`src/rtl/scsp_pkg.sv`:
```
`timescale 1ns / 1ps
// package: phase and event codes, opcodes and the result record of the slice command parser
package scsp_pkg;

  localparam int unsigned ByteW  = 8;
  localparam int unsigned WordW  = 16;
  localparam int unsigned CountW = 4;
  localparam int unsigned WordsW = 18;

  localparam logic [ByteW-1:0] OpHeader   = 8'd1;
  localparam logic [ByteW-1:0] OpLayerEnd = 8'd2;
  localparam logic [ByteW-1:0] OpPolyline = 8'd3;
  localparam logic [ByteW-1:0] OpHatch    = 8'd4;

  localparam logic [CountW-1:0] HdrSkipBytes = 4'd8;
  localparam logic [CountW-1:0] WordBytes    = 4'd2;

  typedef enum logic [2:0] {
    PH_IDLE,
    PH_OPCODE,
    PH_HDR_POS,
    PH_HDR_SKIP,
    PH_HDR_PAD,
    PH_SHAPE_PAD,
    PH_SHAPE_COUNT,
    PH_COORD
  } phase_e;

  typedef enum logic [2:0] {
    EV_HEADER   = 3'd0,
    EV_POLY     = 3'd1,
    EV_HATCH    = 3'd2,
    EV_COORD    = 3'd3,
    EV_END      = 3'd4,
    EV_BAD_OP   = 3'd5,
    EV_BAD_PAD  = 3'd6
  } event_e;

  typedef struct packed {
    logic             valid;
    event_e           ev;
    logic [WordW-1:0] value;
    logic             last;
    logic             warn;
  } scsp_res_t;

endpackage

```
`src/rtl/scsp_core.sv`:
```
`timescale 1ns / 1ps
// parser state registers and the per-byte next-state and result logic
module scsp_core (
  input  logic                      clk_i,
  input  logic                      rst_ni,
  input  logic                      step_i,
  input  logic [scsp_pkg::ByteW-1:0] byte_i,
  input  logic                      start_i,
  output scsp_pkg::scsp_res_t       res_o
);
  import scsp_pkg::*;

  phase_e            phase_q, phase_d;
  logic [CountW-1:0] bytes_left_q, bytes_left_d;
  logic [WordsW-1:0] words_left_q, words_left_d;
  logic [ByteW-1:0]  hold_q, hold_d;
  logic [WordW-1:0]  position_q, position_d;
  logic              hatch_q, hatch_d;
  logic [WordW-1:0]  word;
  logic [WordsW-1:0] words_dec;
  logic [WordsW-1:0] words_new;

  assign word      = {hold_q, byte_i};
  assign words_dec = words_left_q - WordsW'(1);
  assign words_new = hatch_q ? {word, 2'b00} : {1'b0, word, 1'b0};

  always_comb begin
    phase_d      = phase_q;
    bytes_left_d = bytes_left_q;
    words_left_d = words_left_q;
    hold_d       = hold_q;
    position_d   = position_q;
    hatch_d      = hatch_q;
    res_o        = '0;
    if (start_i || phase_q == PH_OPCODE) begin
      bytes_left_d = '0;
      words_left_d = '0;
      case (byte_i)
        OpHeader: begin
          phase_d      = PH_HDR_POS;
          bytes_left_d = WordBytes;
        end
        OpLayerEnd: begin
          phase_d     = PH_IDLE;
          res_o.valid = 1'b1;
          res_o.ev    = EV_END;
        end
        OpPolyline, OpHatch: begin
          hatch_d = (byte_i == OpHatch);
          phase_d = PH_SHAPE_PAD;
        end
        default: begin
          phase_d     = PH_IDLE;
          res_o.valid = 1'b1;
          res_o.ev    = EV_BAD_OP;
          res_o.value = {{(WordW-ByteW){1'b0}}, byte_i};
        end
      endcase
    end else begin
      case (phase_q)
        PH_HDR_POS: begin
          if (bytes_left_q == WordBytes) begin
            hold_d       = byte_i;
            bytes_left_d = CountW'(1);
          end else begin
            position_d   = word;
            phase_d      = PH_HDR_SKIP;
            bytes_left_d = HdrSkipBytes;
          end
        end
        PH_HDR_SKIP: begin
          if (bytes_left_q > CountW'(1)) begin
            bytes_left_d = bytes_left_q - CountW'(1);
          end else begin
            bytes_left_d = '0;
            phase_d      = PH_HDR_PAD;
          end
        end
        PH_HDR_PAD: begin
          phase_d     = PH_OPCODE;
          res_o.valid = 1'b1;
          res_o.ev    = EV_HEADER;
          res_o.value = position_q;
          res_o.warn  = (byte_i != '0);
        end
        PH_SHAPE_PAD: begin
          if (byte_i != '0) begin
            phase_d     = PH_IDLE;
            res_o.valid = 1'b1;
            res_o.ev    = EV_BAD_PAD;
            res_o.value = {{(WordW-ByteW){1'b0}}, byte_i};
          end else begin
            phase_d      = PH_SHAPE_COUNT;
            bytes_left_d = WordBytes;
          end
        end
        PH_SHAPE_COUNT: begin
          if (bytes_left_q == WordBytes) begin
            hold_d       = byte_i;
            bytes_left_d = CountW'(1);
          end else begin
            words_left_d = words_new;
            bytes_left_d = WordBytes;
            phase_d      = (words_new != '0) ? PH_COORD : PH_OPCODE;
            res_o.valid  = 1'b1;
            res_o.ev     = hatch_q ? EV_HATCH : EV_POLY;
            res_o.value  = word;
          end
        end
        PH_COORD: begin
          if (bytes_left_q == WordBytes) begin
            hold_d       = byte_i;
            bytes_left_d = CountW'(1);
          end else begin
            bytes_left_d = WordBytes;
            words_left_d = words_dec;
            res_o.valid  = 1'b1;
            res_o.ev     = EV_COORD;
            res_o.value  = word;
            if (words_dec == '0) begin
              phase_d      = PH_OPCODE;
              bytes_left_d = '0;
              res_o.last   = 1'b1;
            end
          end
        end
        default: begin
          phase_d = PH_IDLE;
        end
      endcase
    end
  end

  always_ff @(posedge clk_i or negedge rst_ni) begin
    if (!rst_ni) begin
      phase_q      <= PH_IDLE;
      bytes_left_q <= '0;
      words_left_q <= '0;
      hold_q       <= '0;
      position_q   <= '0;
      hatch_q      <= 1'b0;
    end else if (step_i) begin
      phase_q      <= phase_d;
      bytes_left_q <= bytes_left_d;
      words_left_q <= words_left_d;
      hold_q       <= hold_d;
      position_q   <= position_d;
      hatch_q      <= hatch_d;
    end
  end

endmodule

```
`src/rtl/scsp_out_reg.sv`:
```
`timescale 1ns / 1ps
// result register with valid/ready hand-off to the receiver
module scsp_out_reg (
  input  logic                         clk_i,
  input  logic                         rst_ni,
  input  logic                         load_i,
  input  scsp_pkg::scsp_res_t          res_i,
  input  logic                         out_ready_i,
  output logic                         out_valid_o,
  output logic [2:0]                   event_res_o,
  output logic [scsp_pkg::WordW-1:0]   value_o,
  output logic                         last_in_shape_o,
  output logic                         pad_warning_o
);
  import scsp_pkg::*;

  logic      valid_q, valid_d;
  scsp_res_t res_q;

  assign valid_d = load_i ? 1'b1 : (out_ready_i ? 1'b0 : valid_q);

  always_ff @(posedge clk_i or negedge rst_ni) begin
    if (!rst_ni) begin
      valid_q <= 1'b0;
    end else begin
      valid_q <= valid_d;
    end
  end

  always_ff @(posedge clk_i) begin
    if (load_i) begin
      res_q <= res_i;
    end
  end

  assign out_valid_o     = valid_q;
  assign event_res_o     = res_q.ev;
  assign value_o         = res_q.value;
  assign last_in_shape_o = res_q.last;
  assign pad_warning_o   = res_q.warn;

endmodule

```
`src/rtl/slice_command_stream_parser.sv`:
```
`timescale 1ns / 1ps
// top level of the slice command stream parser: input register, parser core, result register
//
// usage
//   in channel: one byte of a layer command stream per request, with layer_start_i
//   high on the first byte of a layer (that byte is parsed as an opcode)
//   out channel: zero or one event per byte - header, polyline or hatch start,
//   coordinate word, layer end, bad opcode or bad padding
//   a request accepted at one edge is parsed at the next edge that has room in the
//   result register; its event is on the outputs from that edge on
//   throughput is one byte per cycle while the receiver does not stall
//   bytes that give no event still pass through the input register
//   when the receiver stalls, the held event keeps the parser from stepping, the
//   input register fills and in_ready_o falls; nothing is lost or repeated
//   reset clears the input and result valid flags and puts the parser in idle,
//   where it ignores bytes until the next layer start
//   no parameters, no configuration port
module slice_command_stream_parser (
  input  logic                       clk_i,
  input  logic                       rst_ni,
  input  logic                       in_valid_i,
  output logic                       in_ready_o,
  input  logic [scsp_pkg::ByteW-1:0] data_byte_i,
  input  logic                       layer_start_i,
  output logic                       out_valid_o,
  input  logic                       out_ready_i,
  output logic [2:0]                 event_res_o,
  output logic [scsp_pkg::WordW-1:0] value_o,
  output logic                       last_in_shape_o,
  output logic                       pad_warning_o
);
  import scsp_pkg::*;

  logic             in_valid_q, in_valid_d;
  logic [ByteW-1:0] in_byte_q;
  logic             in_start_q;
  logic             advance;
  logic             step;
  logic             take;
  scsp_res_t        res;

  assign advance    = !out_valid_o || out_ready_i;
  assign step       = in_valid_q && advance;
  assign in_ready_o = !in_valid_q || advance;
  assign take       = in_valid_i && in_ready_o;
  assign in_valid_d = take ? 1'b1 : (step ? 1'b0 : in_valid_q);

  always_ff @(posedge clk_i or negedge rst_ni) begin
    if (!rst_ni) begin
      in_valid_q <= 1'b0;
    end else begin
      in_valid_q <= in_valid_d;
    end
  end

  always_ff @(posedge clk_i) begin
    if (take) begin
      in_byte_q  <= data_byte_i;
      in_start_q <= layer_start_i;
    end
  end

  scsp_core u_core (
    .clk_i   (clk_i),
    .rst_ni  (rst_ni),
    .step_i  (step),
    .byte_i  (in_byte_q),
    .start_i (in_start_q),
    .res_o   (res)
  );

  scsp_out_reg u_out (
    .clk_i           (clk_i),
    .rst_ni          (rst_ni),
    .load_i          (step && res.valid),
    .res_i           (res),
    .out_ready_i     (out_ready_i),
    .out_valid_o     (out_valid_o),
    .event_res_o     (event_res_o),
    .value_o         (value_o),
    .last_in_shape_o (last_in_shape_o),
    .pad_warning_o   (pad_warning_o)
  );

endmodule

```
`config.mk`:
```
export PLATFORM = sky130hd
export DESIGN_NAME = slice_command_stream_parser
export DESIGN_NICKNAME = d
export VERILOG_FILES = /design/src/rtl/scsp_pkg.sv /design/src/rtl/scsp_core.sv /design/src/rtl/scsp_out_reg.sv /design/src/rtl/slice_command_stream_parser.sv
export SDC_FILE = /design/constraint.sdc
export NUM_CORES = 1
export LEC_CHECK = 0
export ABC_CLOCK_PERIOD_IN_PS = 2710
export BUFFER_PORTS_ARGS = -buffer_cell sky130_fd_sc_hd__buf_2
export CAP_MARGIN = 20
export CORE_MARGIN = 1.5
export CORE_UTILIZATION = 54
export CTS_CLUSTER_SIZE = 10
export DETAILED_ROUTE_END_ITERATION = 8
export GPL_TIMING_DRIVEN = 0
export HOLD_SLACK_MARGIN = 0.05
export PLACE_DENSITY = 0.8
export SYNTH_ARGS = -nofsm -noshare
export SYNTH_HDL_FRONTEND = slang
export SYNTH_SLANG_ARGS = --single-unit
```
`constraint.sdc`:
```
create_clock -name clk_i -period 2.71 [get_ports clk_i]
set_clock_uncertainty 0.15 [all_clocks]
set_input_delay 0.542 -clock clk_i [delete_from_list [all_inputs] [get_ports clk_i]]
set_output_delay 0.542 -clock clk_i [all_outputs]
set_load 0.005 [all_outputs]
```
== Yosys cells after proc, flatten, opt, wreduce, memory -nomap -nowiden ==
Cells that the tools add are included.
Word-level totals
  memories: 0
  bits of input ports: 13
  output and inout bits: 23
  RAM bits: 0
  latch bits: 0
  register bits: 82
  memory bits (read-only): 0
Cells by class
  $lt $le $gt $ge: 1
  reduce and logical (&&, ||, !) cells: 27
  add/sub/neg operators: 2
  multiplexer cells: 37
  bitwise operators: 4
  shift-type cells: 0
  $mul: 0
  divide/modulo/power cells: 0
  equality and inequality tests: 18
Operators by type and width (number)
  $pmux 20 s4: 1
  $mux 18: 4
  $mux 20: 3
  $pmux 18 s2: 1
  $mux 3: 8
  $mux 21: 1
  $pmux 4 s5: 1
  $logic_not 18->1: 1
  $pmux 3 s6: 1
  $reduce_bool 18->1: 1
  $sub 18x1->18 const B: 1
  $eq 8x2->1 const B: 2
  $mux 4: 4
  $ne 3x2->1 const B: 5
  $eq 3x3->1 const B: 4
  $reduce_and 4->1: 3
  $mux 2: 5
  $reduce_or 3->1: 3
  $eq 8x1->1 const B: 1
  $eq 8x3->1 const B: 1
  $mux 8: 1
  $pmux 4 s2: 1
  $reduce_bool 8->1: 1
  $eq 3x2->1 const B: 2
  18 further kinds: 33

== Depth between registers and ports, before layout ==
  word-level depth: 8
  gate-level depth with buffers: 9
  mapped depth without buffers: 8

== By module ==
Synthesis repeated with hierarchy kept, for this count alone.
Unflattened totals
  cell total of the unflattened synthesis: 415
  area total of the unflattened synthesis: 4415.5 um^2
By module, submodules not included
  scsp_core: area an instance 3398.3 um^2, sequential area each 1251.2 um^2, cells an instance 375, times used 1
  scsp_out_reg: area an instance 666.9 um^2, sequential area each 655.6 um^2, cells an instance 24, times used 1
  slice_command_stream_parser: area an instance 350.3 um^2, sequential area each 295.3 um^2, cells an instance 16, times used 1

== Worst setup path before layout ==
OpenSTA, ideal clock, no wires.
  kind: reg-to-reg
  from: register u_core.words_left_q[0]
  to: register u_core.phase_q[1]
  arrival time: 2.613 ns
  setup time: 0.125 ns
  setup slack: -0.177 ns
  stages on the path, launching flop included: 9
  data required time: 2.435 ns
  period minus slack after synthesis: 2.887 ns
  cells stage by stage: dfrtp_1 inv_1 ha_1 or4b_4 nor4b_2 o311ai_1 or4_4 o21ai_1 mux2_2
Between the ends
  cells in the longest elaborated chain, start to end: 4
RTL lines
  from (decl): line scsp_core.sv:15  | logic [WordsW-1:0] words_left_q, words_left_d;
  from (signal assigned): line scsp_core.sv:145  | words_left_q <= words_left_d;
  $sub 18x1->18: line scsp_core.sv:24  | assign words_dec = words_left_q - WordsW'(1);
  $logic_not 18->1: line scsp_core.sv:120  | if (words_dec == '0) begin
  $ne 3x1->1 (no line)
  $reduce_and 6->1 (no line)
  to (signal assigned): line scsp_core.sv:143  | phase_q <= phase_d;
  to (decl): line scsp_core.sv:13  | phase_e phase_q, phase_d;
No other way between the ends.
A chain may end at the register's enable or synchronous reset.

== Worst setup path after layout ==
  from: register u_core.words_left_q[0]
  to: register u_core.phase_q[0]
The elaborated chain is that of the path after synthesis.

==> flow_summary_export.csv <==
group,metric,value,unit
synthesis,net_count_after_synthesis,454,
synthesis,synth-async-reset-ratio,63.41,%
synthesis,yosys_warning_count,0,
power,leakage,2.223,nW
layout,final_cell_mix,"sky130_fd_sc_hd__dfrtp_1 (51), sky130_fd_sc_hd__o21ai_0 (39), sky130_fd_sc_hd__buf_2 (38)",
global_route,grt_antenna_before_repair,0,
clocking,clkLatencyLatePin,360,ps
layout,area_growth,18.82,%
clocking,cts-buffers-inserted,9,
worst_setup_path,worst_setup_path_start_kind,"flop",
sta,worst_slew_margin_relative_to_its_limit,60.03,%
worst_setup_path,timing.critical_path.to_type,"flop",
sta,layout_worst_path_cycle_share,107.4,%
clocking,cts_root_buf,"sky130_fd_sc_hd__clkbuf_8",
worst_hold_path,hp-start,"data_byte_i[6]",
worst_setup_path,critical_path_class,"reg2reg",
power,pwr_density_cell,527.9,nW/µm²
global_route,grt_max_degree,38,
power,internal-power,2.049,mW
die,die_h,94.09,µm
power,sw_share,27.11,%
synthesis,synthesis.area,4481,µm²
sta,report.final.slew_viol_count,0,
synthesis,ys_types,59,
power,share_seq_of_total_power,48.8,%
worst_setup_path,reg2reg_depth,7,
place,detailed_place.area,4825,µm²
clocking,cts_htree_levels,3,
drt,num_vias,3896,
die,fp.coreArea,8134,µm²
sta,max_slew.worst_pin.slew,599.5,ps
place,placement.io_buffers,35,
drt,drt-total-wl,11840,µm
die,row_count,33,
place,gp_congestion,0.9439,
drt,final_antenna_net_count,0,
worst_setup_path,critPathArrivalTime,3060,ps
sta,holdWs,205.8,ps
global_route,grt-ovfl-total,0,
power,share_of_power_burned_in_the_clock_network,37.2,%
place,place.detailed.instances,578,
sta,final-setup-viol-count,5,
sta,grt_setup_unrepaired,"yes",
worst_hold_path,holdCritPathClass,"in2reg",
sta,finalWorstSetupSlack,-200.6,ps
synthesis,synth-seq-area-share,49.15,%
synthesis,synth_edf_count,30,
synthesis,synthDominantCellAreaShare,29.04,%
worst_setup_path,critical_path_peak_fanout,5,
clocking,cts.sink_count,82,
power,combinationalPowerShare,14.1,%
clocking,clockBufferDepth,2,
synthesis,postSynthAreaPerCell,10.28,µm²
die,floorplan.io_pins,36,
drt,drc_errors,0,
drt,drt_iter0_markers,344,
global_route,grt.total_usage,27.65,%
worst_setup_path,timing.critical_path.required,2860,ps
global_route,grt_pass1_vias,3675,
clocking,clk_pin_slew,90,ps
layout,finish.net_count,518,
sta,final_hold_vio_count,0,
sta,final_period_minus_worst_setup_slack,2911,ps
layout,stdcell_area,5324,µm²
sta,fmaxAchievable,0.3436,GHz
global_route,grt_first_pass_wirelength,18490,µm
die,chipWidth,94.09,µm
drt,number_of_optimization_iterations_in_the_first_detailed_route_pass,5,
power,switchingPower,761.9,µW
synthesis,postSynthRegisterBits,82,
drt,drt-vias-per-instance,6.387,
drt,average_routed_wire_per_standard_cell,19.40,µm
place,detailed_place_hpwl,7844,µm
worst_setup_path,critical_path.startpoint,"u_core.words_left_q[0]",
layout,final_cells,610,
die,floorplan.initialDensity,55.08,%
clocking,cts_tree,"yes",
synthesis,syn-instance-count,436,
layout,post_route_cells_drive_above_1_share,26.93,%
synthesis,most_used_dff_post_synth,"sky130_fd_sc_hd__dfrtp_1",
power,ir_worst_vdd,0.2571,mV
layout,layout_commonest_cell,"sky130_fd_sc_hd__dfrtp_1",
worst_hold_path,min_path_cells,1,
run_status,status,"complete, but fails checks",
flow_run,total_of_max_cap_violations,0,
worst_setup_path,r2r_start,"u_core.words_left_q[0]",
synthesis,yosysTopAreaCell,"sky130_fd_sc_hd__dfrtp_1",
die,design.die.area,8853,µm²
synthesis,top_cells_by_area_synth,"sky130_fd_sc_hd__dfrtp_1 (29%), sky130_fd_sc_hd__edfxtp_1 (20%), sky130_fd_sc_hd__mux2_2 (8.0%), sky130_fd_sc_hd__o21ai_0 (4.4%), sky130_fd_sc_hd__a22o_1 (3.5%)",
layout,final_antenna_diode_count,0,
run_status,failed_checks,"setup timing",
==> state kept, by name, indices dropped and copies added, names as in the netlist <==
name and cells:
in_byte_q 8, in_start_q 1, in_valid_q 1, u_core.bytes_left_q 4
u_core.hatch_q 1, u_core.hold_q 8, u_core.phase_q 3, u_core.position_q 16
u_core.words_left_q 18, u_out.event_res_o 3, u_out.last_in_shape_o 1, u_out.out_valid_o 1
u_out.pad_warning_o 1, u_out.value_o 16
==> critical path: stages, from the launching register on <==
cell                      delay, ps
sky130_fd_sc_hd__dfrtp_2        440
sky130_fd_sc_hd__buf_4          140
sky130_fd_sc_hd__nor4_2         380
sky130_fd_sc_hd__nand4_1        290
sky130_fd_sc_hd__o21a_1         270
sky130_fd_sc_hd__or4_4          580
sky130_fd_sc_hd__or4_1          490
sky130_fd_sc_hd__nand3_1        100
==> worst paths after layout <==
path / slack (ps) / to
max: -200 / u_core.phase_q[0]
min: 210 / in_byte_q[6]
max reg2reg: -200 / u_core.phase_q[0]
min reg2reg: 350 / u_core.words_left_q[16]
max in group asynchronous: 1330 / u_core.hold_q[7]
min in group asynchronous: 510 / u_core.words_left_q[1]
==> power by group through the flow <==
stage               Clock [mW]  Combinational, mW  Sequential, mW
finish                    1.04              0.395            1.37
global route              1.10              0.432            1.38
CTS                       1.05              0.379            1.37
detailed placement           0              0.330            1.40
global placement             0              0.317            1.39
floorplan                    0              0.214            1.39
==> per-stage QoR <==
stage	utilization [%]	TNS (ps)	power [mW]	setup WS [ps]
after CTS	64.74	-403.7	2.799	-154.3
after global placement	58.93	-17200	1.711	-611.7
after detailed placement	59.31	-15730	1.726	-444.0
after global routing	65.45	-1041	2.903	-272.4
after floorplan	-	-993.8	1.603	-116.2
final	65.45	-685.9	2.811	-200.6
==> cell usage after synthesis (3+ instances only) <==
| master | number |
|---|---|
| sky130_fd_sc_hd__nand3b_1 | 3 |
| sky130_fd_sc_hd__a21o_1 | 4 |
| sky130_fd_sc_hd__o2bb2ai_1 | 4 |
| sky130_fd_sc_hd__o22ai_1 | 3 |
| sky130_fd_sc_hd__o21ai_0 | 39 |
| sky130_fd_sc_hd__nand4_1 | 4 |
| sky130_fd_sc_hd__nand2b_1 | 4 |
| sky130_fd_sc_hd__a32o_1 | 4 |
| sky130_fd_sc_hd__mux2_2 | 32 |
| sky130_fd_sc_hd__a22o_1 | 18 |
| sky130_fd_sc_hd__nor3_1 | 18 |
| sky130_fd_sc_hd__buf_2 | 4 |
| sky130_fd_sc_hd__nor2_1 | 38 |
| sky130_fd_sc_hd__nor2b_1 | 3 |
| sky130_fd_sc_hd__nor3b_1 | 4 |
| sky130_fd_sc_hd__mux2i_1 | 10 |
| sky130_fd_sc_hd__o221ai_1 | 3 |
| sky130_fd_sc_hd__nor4_1 | 10 |
| sky130_fd_sc_hd__ha_1 | 5 |
| sky130_fd_sc_hd__nand3_1 | 9 |
| sky130_fd_sc_hd__dfrtp_1 | 52 |
| sky130_fd_sc_hd__a21oi_1 | 22 |
| sky130_fd_sc_hd__inv_1 | 14 |
| sky130_fd_sc_hd__clkbuf_1 | 24 |
| sky130_fd_sc_hd__nand2_1 | 24 |
| sky130_fd_sc_hd__a31oi_1 | 8 |
| sky130_fd_sc_hd__or4_1 | 3 |
| sky130_fd_sc_hd__edfxtp_1 | 30 |
| sky130_fd_sc_hd__or3_1 | 3 |
==> routing by layer <==
metal  GRT usage [%]  up-vias  part of all wire [%]
met1           36.07     1896                    41
li1                -     1783                     -
met4           10.20        0                   2.3
met5               0        -                     0
met2           46.38      189                    50
met3           4.450       28                   6.6
==> logic make-up after synthesis <==
group                    count (synthesis)  share of synthesized area, %
adder cells (fa/ha/maj)                  5                         1.396
buffers and inverters                   44                         3.965
AND/OR/NAND/NOR                        140                         17.09
XOR/XNOR                                 2                        0.3910
AO/OA/AOI/OAI                          121                         17.73
multiplexers                            42                         10.28
flip-flops                              82                         49.15
==> repair_timing <==
item,4_1_cts,5_1_grt
hold buffers,1,0
pin swaps,5,4
resized for setup,24,11
gates cloned,1,0
setup buffers,10,5
endpoints found under the hold margin,15,0
setup endpoints to repair,76,49
==> cell type report <==
type                            instances  area (µm²)
Clock buffer                           10       137.6
Clock inverter                          6       96.34
Sequential cell                        82        2203
Buffer                                 29       126.4
Inverter                               14       56.30
Timing Repair Buffer                   53       325.3
Fill cell                             620        2810
Tap cell                              105       131.4
Timing Repair inverter                  1       7.507
Multi-Input combinational cell        310        2240
(Power assumes the default switching activity.)
